$ cat config.mk
export PLATFORM = sky130hd
export DESIGN_NAME = rational_accumulator_alu_unit
export DESIGN_NICKNAME = d
export VERILOG_FILES = /design/src/hdl/rat_pkg.sv /design/src/hdl/rat_div.sv /design/src/hdl/rational_accumulator_alu_unit.sv
export SDC_FILE = /design/constraint.sdc
export NUM_CORES = 2
export LEC_CHECK = 0
export BUFFER_PORTS_ARGS = -buffer_cell sky130_fd_sc_hd__buf_2
export CAP_MARGIN = 20
export CORE_MARGIN = 1.5
export CORE_UTILIZATION = 30
export DETAILED_ROUTE_END_ITERATION = 7
export PLACE_DENSITY = 0.42
export SKIP_LAST_GASP = 1
export SYNTH_ARGS = -nofsm -noshare
export SYNTH_HDL_FRONTEND = slang
export SYNTH_HIERARCHICAL = 1
export SYNTH_SLANG_ARGS = --single-unit
$ cat constraint.sdc
create_clock -name clk -period 39.3 [get_ports clk]
set_clock_uncertainty 0.05 [all_clocks]
set_input_delay 1.965 -clock clk [delete_from_list [all_inputs] [get_ports clk]]
set_output_delay 1.965 -clock clk [all_outputs]
set_load 0.02 [all_outputs]
$ cat src/hdl/rat_pkg.sv
`timescale 1ns / 1ps
// ----------------------------------------------------------------------------
// rat_pkg: shared types and constants for the rational accumulator ALU
// Action and status codes, word sizes and the divider request/response structs.
// ----------------------------------------------------------------------------
package rat_pkg;

  localparam int WORD_BITS = 32;
  localparam int DIV_BITS  = 2 * WORD_BITS;
  localparam int CNT_BITS  = $clog2(DIV_BITS);

  // magnitude limit 2^(WORD_BITS-1)
  localparam logic [DIV_BITS-1:0] LIM = DIV_BITS'(1) << (WORD_BITS - 1);

  typedef enum logic [2:0] {
    ACT_LOAD = 3'd0,
    ACT_ADD  = 3'd1,
    ACT_SUB  = 3'd2,
    ACT_MUL  = 3'd3,
    ACT_DIV  = 3'd4
  } act_t;

  typedef enum logic [1:0] {
    STS_OK   = 2'd0,
    STS_ZERO = 2'd1,
    STS_OVF  = 2'd2
  } sts_t;

  typedef enum logic [3:0] {
    S_IDLE,
    S_MUL,
    S_SETUP,
    S_GCD,
    S_GCDW,
    S_DIVM,
    S_DIVQS,
    S_DIVQ,
    S_CHECK,
    S_EMIT
  } state_t;

  typedef struct packed {
    logic                start;
    logic [DIV_BITS-1:0] dividend;
    logic [DIV_BITS-1:0] divisor;
  } div_req_t;

  typedef struct packed {
    logic                done;
    logic [DIV_BITS-1:0] quotient;
    logic [DIV_BITS-1:0] remainder;
  } div_rsp_t;

endpackage

$ cat src/hdl/rat_div.sv
`timescale 1ns / 1ps
// ----------------------------------------------------------------------------
// rat_div: iterative unsigned divider
// Restoring division, one quotient bit per cycle; done pulses with the results.
// ----------------------------------------------------------------------------
module rat_div import rat_pkg::*; (
  input  logic     clk,
  input  logic     rst,
  input  div_req_t req,
  output div_rsp_t rsp
);

  logic                busy;
  logic                done;
  logic [CNT_BITS-1:0] cnt;
  logic [DIV_BITS-1:0] qr;
  logic [DIV_BITS-1:0] rr;
  logic [DIV_BITS-1:0] dr;
  logic [DIV_BITS:0]   rr_sh;
  logic [DIV_BITS:0]   diff;
  logic                ge;

  // one trial subtraction per cycle
  always_comb begin
    rr_sh = {rr, qr[DIV_BITS-1]};
    diff  = rr_sh - {1'b0, dr};
    ge    = !diff[DIV_BITS];
  end

  // control state
  always_ff @(posedge clk) begin
    if (rst) begin
      busy <= 1'b0;
      done <= 1'b0;
      cnt  <= '0;
    end else begin
      done <= 1'b0;
      if (req.start && !busy) begin
        busy <= 1'b1;
        cnt  <= '0;
      end else if (busy) begin
        cnt <= cnt + 1'b1;
        if (cnt == CNT_BITS'(DIV_BITS - 1)) begin
          busy <= 1'b0;
          done <= 1'b1;
        end
      end
    end
  end

  // datapath
  always_ff @(posedge clk) begin
    if (req.start && !busy) begin
      qr <= req.dividend;
      rr <= '0;
      dr <= req.divisor;
    end else if (busy) begin
      rr <= ge ? diff[DIV_BITS-1:0] : rr_sh[DIV_BITS-1:0];
      qr <= {qr[DIV_BITS-2:0], ge};
    end
  end

  assign rsp.done      = done;
  assign rsp.quotient  = qr;
  assign rsp.remainder = rr;

endmodule

$ cat src/hdl/rational_accumulator_alu_unit.sv
`timescale 1ns / 1ps
// Sequence: products (not for load), setup, Euclid steps on the divider, two divisions for the
// reduction, check and output; codes that fail early go straight to output.
// One transaction at a time: s_tready is high only while idle, and all steps share the 64-bit bit-serial divider.
// Reset (rst, synchronous, active high) sets the accumulator to 0/1 and empties
// the output register.
// ----------------------------------------------------------------------------
// rational_accumulator_alu_unit: rational accumulator with gcd reduction
// Shared multiplier and iterative divider under one sequencer.
// ----------------------------------------------------------------------------
module rational_accumulator_alu_unit import rat_pkg::*; (
  input  logic        clk,
  input  logic        rst,
  input  logic        s_tvalid,
  output logic        s_tready,
  // action[2:0], operand_numerator[34:3], operand_denominator[66:35], zero fill
  input  logic [71:0] s_tdata,
  output logic        m_tvalid,
  input  logic        m_tready,
  // result_numerator[31:0], result_denominator[62:32], status[64:63], zero fill
  output logic [71:0] m_tdata
);

  state_t state, state_next;

  logic [2:0]            action;
  logic                  on_neg;
  logic [WORD_BITS-1:0]  on_mag;
  logic [WORD_BITS-1:0]  od_mag;
  logic                  a_neg;
  logic [WORD_BITS-1:0]  a_mag;
  logic [1:0]            mul_cnt;
  logic [DIV_BITS-1:0]   p1, p2, p3;
  logic                  num_neg;
  logic [DIV_BITS-1:0]   nm, dn, gx, gy, m_val;
  sts_t                  sts;
  logic [WORD_BITS-1:0]  acc_num;
  logic [WORD_BITS-2:0]  acc_den;
  logic [71:0]           out_data;

  logic [2:0]            in_act;
  logic [WORD_BITS-1:0]  in_num, in_den, in_on_mag, in_od_mag;
  logic                  in_on_neg;
  logic [WORD_BITS-1:0]  mop_a, mop_b;
  logic [DIV_BITS-1:0]   mprod;
  logic                  addsub;
  logic                  t2_neg, c_neg;
  logic [DIV_BITS-1:0]   c_mag;
  logic                  r_neg, ovf;
  div_req_t              dreq;
  div_rsp_t              drsp;
  logic                  out_load;

  rat_div u_div (
    .clk (clk),
    .rst (rst),
    .req (dreq),
    .rsp (drsp)
  );

  // input unpack and sign folding
  always_comb begin
    in_act    = s_tdata[2:0];
    in_num    = s_tdata[34:3];
    in_den    = s_tdata[66:35];
    in_on_mag = in_num[WORD_BITS-1] ? (~in_num + 1'b1) : in_num;
    in_od_mag = in_den[WORD_BITS-1] ? (~in_den + 1'b1) : in_den;
    in_on_neg = in_num[WORD_BITS-1] ^ (in_den[WORD_BITS-1] && (in_on_mag != '0));
  end

  assign addsub   = (action == ACT_ADD) || (action == ACT_SUB);
  assign s_tready = (state == S_IDLE);
  assign out_load = (state == S_EMIT) && (!m_tvalid || m_tready);

  // shared multiplier operand select
  always_comb begin
    case (mul_cnt)
      2'd0: begin
        mop_a = a_mag;
        mop_b = (action == ACT_MUL) ? on_mag : od_mag;
      end
      2'd1: begin
        mop_a = {1'b0, acc_den};
        mop_b = (action == ACT_DIV) ? on_mag : od_mag;
      end
      default: begin
        mop_a = on_mag;
        mop_b = {1'b0, acc_den};
      end
    endcase
    mprod = mop_a * mop_b;
  end

  // signed sum of the two cross products
  always_comb begin
    t2_neg = (action == ACT_SUB) ? !on_neg : on_neg;
    if (p2 == '0) t2_neg = 1'b0;
    if (a_neg == t2_neg) begin
      c_neg = a_neg;
      c_mag = p1 + p2;
    end else if (p1 >= p2) begin
      c_neg = a_neg;
      c_mag = p1 - p2;
    end else begin
      c_neg = t2_neg;
      c_mag = p2 - p1;
    end
  end

  // fit check on the reduced result
  always_comb begin
    r_neg = num_neg && (m_val != '0);
    ovf   = (drsp.quotient >= LIM) || (r_neg ? (m_val > LIM) : (m_val >= LIM));
  end

  // divider requests
  always_comb begin
    dreq = '0;
    if (state == S_GCD) begin
      dreq.start    = 1'b1;
      dreq.dividend = (gy == '0) ? nm : gx;
      dreq.divisor  = (gy == '0) ? gx : gy;
    end else if (state == S_DIVQS) begin
      dreq.start    = 1'b1;
      dreq.dividend = dn;
      dreq.divisor  = gx;
    end
  end

  // state register
  always_ff @(posedge clk) begin
    if (rst) state <= S_IDLE;
    else     state <= state_next;
  end

  // next state
  always_comb begin
    state_next = state;
    case (state)
      S_IDLE: begin
        if (s_tvalid) begin
          if (in_act > ACT_DIV || in_od_mag == '0 ||
              (in_act == ACT_DIV && in_on_mag == '0)) state_next = S_EMIT;
          else if (in_act == ACT_LOAD)              state_next = S_SETUP;
          else                                      state_next = S_MUL;
        end
      end
      S_MUL:   if (mul_cnt == 2'd2 || (mul_cnt == 2'd1 && !addsub)) state_next = S_SETUP;
      S_SETUP: state_next = S_GCD;
      S_GCD:   state_next = (gy == '0) ? S_DIVM : S_GCDW;
      S_GCDW:  if (drsp.done) state_next = S_GCD;
      S_DIVM:  if (drsp.done) state_next = S_DIVQS;
      S_DIVQS: state_next = S_DIVQ;
      S_DIVQ:  if (drsp.done) state_next = S_CHECK;
      S_CHECK: state_next = S_EMIT;
      S_EMIT:  if (out_load) state_next = S_IDLE;
      default: state_next = S_IDLE;
    endcase
  end

  // control and accumulator registers
  always_ff @(posedge clk) begin
    if (rst) begin
      acc_num  <= '0;
      acc_den  <= (WORD_BITS-1)'(1);
      m_tvalid <= 1'b0;
      mul_cnt  <= '0;
      sts      <= STS_OK;
    end else begin
      if (out_load)                   m_tvalid <= 1'b1;
      else if (m_tvalid && m_tready)  m_tvalid <= 1'b0;
      if (state == S_IDLE) begin
        mul_cnt <= '0;
        if (in_od_mag == '0 && in_act <= ACT_DIV)       sts <= STS_ZERO;
        else if (in_act == ACT_DIV && in_on_mag == '0)  sts <= STS_ZERO;
        else                                            sts <= STS_OK;
      end
      if (state == S_MUL) mul_cnt <= mul_cnt + 1'b1;
      if (state == S_CHECK) begin
        if (ovf) begin
          sts <= STS_OVF;
        end else begin
          acc_num <= r_neg ? (~m_val[WORD_BITS-1:0] + 1'b1) : m_val[WORD_BITS-1:0];
          acc_den <= drsp.quotient[WORD_BITS-2:0];
        end
      end
    end
  end

  // datapath registers
  always_ff @(posedge clk) begin
    if (state == S_IDLE && s_tvalid) begin
      action <= in_act;
      on_neg <= in_on_neg;
      on_mag <= in_on_mag;
      od_mag <= in_od_mag;
      a_neg  <= acc_num[WORD_BITS-1];
      a_mag  <= acc_num[WORD_BITS-1] ? (~acc_num + 1'b1) : acc_num;
    end
    if (state == S_MUL) begin
      case (mul_cnt)
        2'd0:    p1 <= mprod;
        2'd1:    p3 <= mprod;
        default: p2 <= mprod;
      endcase
    end
    if (state == S_SETUP) begin
      case (action)
        ACT_LOAD: begin
          num_neg <= on_neg;
          nm      <= DIV_BITS'(on_mag);
          gx      <= DIV_BITS'(on_mag);
          dn      <= DIV_BITS'(od_mag);
          gy      <= DIV_BITS'(od_mag);
        end
        ACT_ADD, ACT_SUB: begin
          num_neg <= c_neg;
          nm      <= c_mag;
          gx      <= c_mag;
          dn      <= p3;
          gy      <= p3;
        end
        default: begin
          num_neg <= a_neg ^ on_neg;
          nm      <= p1;
          gx      <= p1;
          dn      <= p3;
          gy      <= p3;
        end
      endcase
    end
    if (state == S_GCDW && drsp.done) begin
      gx <= gy;
      gy <= drsp.remainder;
    end
    if (state == S_DIVM && drsp.done) m_val <= drsp.quotient;
    if (out_load) out_data <= {7'd0, sts, acc_den, acc_num};
  end

  assign m_tdata = out_data;

`ifndef SYNTH
  // an accepted transaction always leaves idle
  assert property (@(posedge clk) disable iff (rst)
    (s_tvalid && s_tready) |=> (state != S_IDLE))
    else $error("sequencer stayed idle after accept");

  // the accumulator denominator is never zero
  assert property (@(posedge clk) disable iff (rst) (acc_den != '0))
    else $error("accumulator denominator is zero");

  // a failing transaction does not touch the accumulator
  assert property (@(posedge clk) disable iff (rst)
    (out_load && sts != STS_OK) |=> ($stable(acc_num) && $stable(acc_den)))
    else $error("accumulator changed on error status");

  // the divider never reports done while the sequencer is idle
  assert property (@(posedge clk) disable iff (rst)
    (state == S_IDLE) |-> !drsp.done)
    else $error("divider done while idle");
`endif

endmodule

## Word level (Yosys, flattened, before mapping)

Index checks and enable logic that the tools add are counted.

- Bits in registers: 951
- Bits in latches: 0
- Bits in writable memories: 0
- Bits in read-only memories: 0
- Input port bits: 76
- Output and inout port bits: 74
- Logic and storage cells: 176
- Memories: 0

- Add/sub/neg operators: 10
- $mul: 1
- Divide/modulo/power cells: 0
- $lt $le $gt $ge: 6
- Equality and inequality tests: 24
- Shift-type cells: 0
- Multiplexer cells: 52
- Bitwise logic cells: 9
- Reduce and logical (&&, ||, !) cells: 45

Operators by type and width:

| cell | number |
|---|---|
| two-way mux 64 bit | 12 |
| two-way mux 129 bit | 2 |
| two-way mux 32 bit | 5 |
| adder 32 x 1 -> 32 bit, second input constant | 4 |
| greater-or-equal comparator 64 x 32 -> 1 bit, second input constant | 2 |
| zero test 64 bit | 2 |
| NOT 32 bit | 4 |
| case mux 32 bit (2 select lines) | 2 |
| case mux 64 bit (2 select lines) | 1 |
| subtractor 64 bit | 2 |
| subtractor 65 x 64 -> 65 bit | 1 |
| adder 64 bit | 1 |
| greater-or-equal comparator 64 bit | 1 |
| greater-than comparator 64 x 32 -> 1 bit, second input constant | 1 |
| zero test 32 bit | 2 |
| multiplier 32 x 32 -> 64 bit | 1 |
| nonzero test 64 bit | 1 |
| case mux 4 bit (10 select lines) | 1 |
| nonzero test 32 bit | 1 |
| two-way mux 31 bit | 1 |
| two-way mux 4 bit | 7 |
| equality test 4 x 3 -> 1 bit, second input constant | 4 |
| two-way mux 1 bit | 14 |
| two-way mux 2 bit | 6 |
| other kinds (30) | 69 |

## Longest topological paths before layout

- Depth after elaboration: 10
- Gate-level depth with buffers: 40

## Modules after synthesis

The synthesis kept the hierarchy.

By module, submodules not included:

| module | instances | cells each | area an instance (um^2) |
|---|---|---|---|
| rational_accumulator_alu_unit | 1 | 8393 | 77621.9 |
| rat_div | 1 | 1175 | 11609.9 |

## Worst setup path before layout

No wires, ideal clock.

- Path type: flip-flop to flip-flop
- Start: reg state[0]
- End: reg gx[0], enable pin
- Arrival time: 12797 ps
- Required time: 38747 ps
- Slack: 25951 ps
- Cell stages (with the launch flop): 5
- Clock period less this slack: 13349 ps
- Path through: dfxtp_1 buf_1 nand2b_1 nor3_1 nand2b_1

- Cells in the longest elaborated chain, start to end: 3

Ends and longest elaborated chain:

| item | RTL line | RTL |
|---|---|---|
| start: declaration | rational_accumulator_alu_unit.sv:24 | `state_t state, state_next;` |
| start signal: assignment | rational_accumulator_alu_unit.sv:133 | `else state <= state_next;` |
| equality test 4 x 3 -> 1 bit | rational_accumulator_alu_unit.sv:232 | `if (state == S_GCDW && drsp.done) begin` |
| logical AND 1 bit | rational_accumulator_alu_unit.sv:232 |  |
| nonzero test 2 bit (no line) (*) | - |  |
| end signal: assignment | rational_accumulator_alu_unit.sv:219 | `gx <= c_mag;` |
| end signal: assignment | rational_accumulator_alu_unit.sv:226 | `gx <= p1;` |
| end signal: assignment | rational_accumulator_alu_unit.sv:233 | `gx <= gy;` |
| end: declaration | rational_accumulator_alu_unit.sv:35 | `logic [DIV_BITS-1:0] nm, dn, gx, gy, m_val;` |

Every way passes the cells marked *; elsewhere a longest branch is shown, timed or not.
A chain may end at the register's enable or synchronous reset.

## Worst setup path after layout

- Start: reg mul_cnt[0]
- End: reg p3[63] (data pin)

- Cells in the longest elaborated chain, start to end: 3

Ends and longest elaborated chain:

| item | RTL line | RTL |
|---|---|---|
| start: declaration | rational_accumulator_alu_unit.sv:32 | `logic [1:0] mul_cnt;` |
| start signal: assignment | rational_accumulator_alu_unit.sv:178 | `if (state == S_MUL) mul_cnt <= mul_cnt + 1'b1;` |
| equality test 2 x 1 -> 1 bit / zero test 2 bit (equally long branches) | rational_accumulator_alu_unit.sv:77 | `case (mul_cnt)` |
| case mux 32 bit (2 select lines) | rational_accumulator_alu_unit.sv:77 |  |
| multiplier 32 x 32 -> 64 bit (*) | rational_accumulator_alu_unit.sv:91 | `mprod = mop_a * mop_b;` |
| via mprod[63] | rational_accumulator_alu_unit.sv:45 | `logic [DIV_BITS-1:0] mprod;` |
| end signal: assignment | rational_accumulator_alu_unit.sv:203 | `2'd1: p3 <= mprod;` |
| end: declaration | rational_accumulator_alu_unit.sv:33 | `logic [DIV_BITS-1:0] p1, p2, p3;` |

The timed path passes the listed nets; every way through them passes the cells marked *.

==> metrics.md <==
| Metric | Value |
|---|---|
| Vias | about 73000 |
| Clk buf depth | 3 |
| Period utilization | about a third |
| TritonCTS clock tree | built |
| DR WL/cell | about 29 µm |
| Final setup fails | 0 |
| First-pass GRT wire length | 546000 µm |
| Max-Cap Viols | 0 |
| Total grt overflow | 0 |
| Seq/Total Area, Yosys | between 30% and 40% |
| Clock sink count | about 950 |
| EDFF count, synth | 807 |
| Mapped Cells | between 9000 and 10000 |
| Rel. slew slack | roughly 14% |
| Initial Utilization | about 30% |
| 1st-iter DRT viols | between 7000 and 8000 |
| Post-cts gate resize count | 0 |
| Row Count | 200 |
| Outcome | complete, no violations |
| Die span in x | approximately 550 µm |
| RSZ-0062 raised after global routing | false |
| H-tree lvl count | 3 |
| Commonest non-fill, non-tap cell in the layout | inv_1 |
| Post-Syn Area | between 0.08 and 0.09 mm² |
| Total CTS buffers | ~100 |
| Chip Height | around 550 µm |
| Share of cells above drive strength 1 | ~8.6% |
| DP Area | between 0.09 and 0.1 mm² |
| Crit end category | flop |
| Final min period | ~13 ns |
| Fin worst setup slack | about 26 ns |
| Synth Register Bits | ~950 |
| Setup CP Type | flop to flop |
| Pin count of the biggest net entering global routing | ~130 |
| PortBufs | 137 |
| Measured slew at the worst slew-check pin | between 1 and 1.5 ns |
| Post-route antenna net violation count | 0 |
| Crit-path max FO | 58 |
| Area Overhead vs Synth | 10.4% |
| Pre-CTS setup slack | 26.51 ns |
| Async set or reset register ratio after synthesis | 0% |
| Buf/Inv on CP | 6 |
| IO Pins | 150 |
| Placer congestion estimate | 0.942 |
| TritonRoute pass-1 iters | 6 |
| Fin nets | around 11000 |
| Syn avg cell area | approximately 9.3 µm² |
| Min-Delay Path Class | flop to flop |
| Most frequent cells in the layout | 1165 x inv_1, 1154 x nand2_1, 1032 x nor2_1 |
| Vias in the first global route | ~73000 |
| Total die area | between 0.3 and 0.4 mm² |
| Post-CTS Hold Buffers | 0 |
| Core ar. | about 0.30 mm² |
| CP Launch Type | flop |
| Synth warn | 6 |
| Postcts setup bufs | 0 |
| Count of pins over their slew limit | 0 |
| DP HPWL | about 300000 µm |
| Fin. Hold Viols | 0 |
| Worst EP required | slightly below 40 ns |
| CTS root buffer | clkbuf_16 |
| CP max stage delay | 1.00 ns |
| Synth unique cells | 100 |
| Cell class contributing the biggest share of worst-path delay | adder cells |
| Design area | a little under 0.1 mm² |
| Drt drc | 0 |
| Critical path arrival | 13.37 ns |
| Max Clk Rate | 0.0767 GHz |
| Final WL | about 390000 µm |
| Worst path slowest cell | a211o_1 |
| Final TNS setup | 0 ns |
| Clock slew at reported path FFs | around 0.070 ns |
| Most common flop cell mapped by yosys | edfxtp_1 |
| R2R setup slack | approximately 26 ns |
| Most used cell, CP | fa_1 |
| Vias per inst | 5.41 |
| All-layer global routing usage | around a quarter |
| Initial antenna violation count | 26 |
| Clock Latency Late Sink | between 0.7 and 0.8 ns |
## final cells by class
class	instances	area, µm²
Fill cell	30700	198000
Multi-Input combinational cell	6924	56300
Sequential cell	951	27100
Tap cell	3939	4930
Inverter	1171	4400
Clock buffer	130	2790
Timing Repair Buffer	332	2250
Clock inverter	60	668
Antenna cell	12	30.0
## worst register-to-register path, delay by kind of cell, from the launching register on
kind            cells  cell delay (ns)
fa+ha+maj          10             4.56
xor+xnor            1             0.45
simple gates        3             1.23
buf+inv             6             1.45
flops               1             0.39
compound gates     11             4.53
## logic make-up after synthesis
kind of cell               Yosys count  synth area share [%]
and+or+nand+nor                   2967                  14.5
AOI/OAI and AO/OA                 1915                  13.6
buffers and inverters             1699                  7.28
adders and majority gates         1425                  27.6
DFF                                951                  30.4
xor gates and xnor gates           308                  3.04
muxes                              302                  3.61
other                                1               0.00420
## through the flow
step           hold WS [ns]  utilization, %  std cells
2_1_floorplan         0.358               -       9574
3_3_place_gp          0.376            32.0      13300
3_5_place_dp          0.373            32.0      13300
4_1_cts               0.388            33.2      13500
5_1_grt               0.406            33.2      13500
6_report              0.384            33.2      13500
## layer usage
metal	part of all wire [%]	GRT usage (%)	vias to the layer above	wire (µm)
li1	-	-	32200	-
met1	45	35.6	37800	174000
met2	45	39.9	2626	175000
met3	6.3	3.20	445	24400
met4	3.4	7.62	4	13100
met5	0.0060	0	-	23
## cells in the mapped netlist (38+ instances only)
library cell	instances	area, µm²
a211oi_1	97	728
a21o_1	142	1070
a21oi_1	610	3050
a31oi_1	62	388
and2_1	68	425
clkbuf_1	456	1710
dfxtp_1	144	2880
edfxtp_1	807	24200
fa_1	900	18000
ha_1	525	6570
inv_1	1166	4380
mux2_2	162	1820
mux2i_1	140	1400
nand2_1	1157	4340
nand2b_1	56	350
nand3_1	141	706
nand4_1	98	613
nor2_1	1042	3910
nor3_1	89	445
nor4_1	94	588
o21ai_0	384	1920
o21bai_1	74	556
o22ai_1	44	275
o31ai_1	77	578
or2_2	38	238
xnor2_1	218	1910
xor2_1	88	771
## sequential cells by signal, indices dropped and copies added (netlist names), 31 cells and up
signal and flops:
od_mag 32, u_div/rr 64, gy 64, u_div/dr 64, nm 64, on_mag 32
p2 64, gx 64, dn 64, m_tdata 65, u_div/qr 64, a_mag 32
m_val 64, acc_den 31, p1 64, acc_num 32, p3 64
## final timing paths
| kind | endpoint | startpoint | depth (start not counted) |
|---|---|---|---|
| worst min-delay path | m_tdata[64] | sts[1] | 0 |
| worst max-delay path | p3[63] | mul_cnt[0] | 31 |
| worst min register to register | m_tdata[64] | sts[1] | 0 |
| worst max register to register | p3[63] | mul_cnt[0] | 31 |
Power is left out: the tool's default activity adds up to more than one toggle a clock period on the data nets, which glitch-free logic cannot reach.
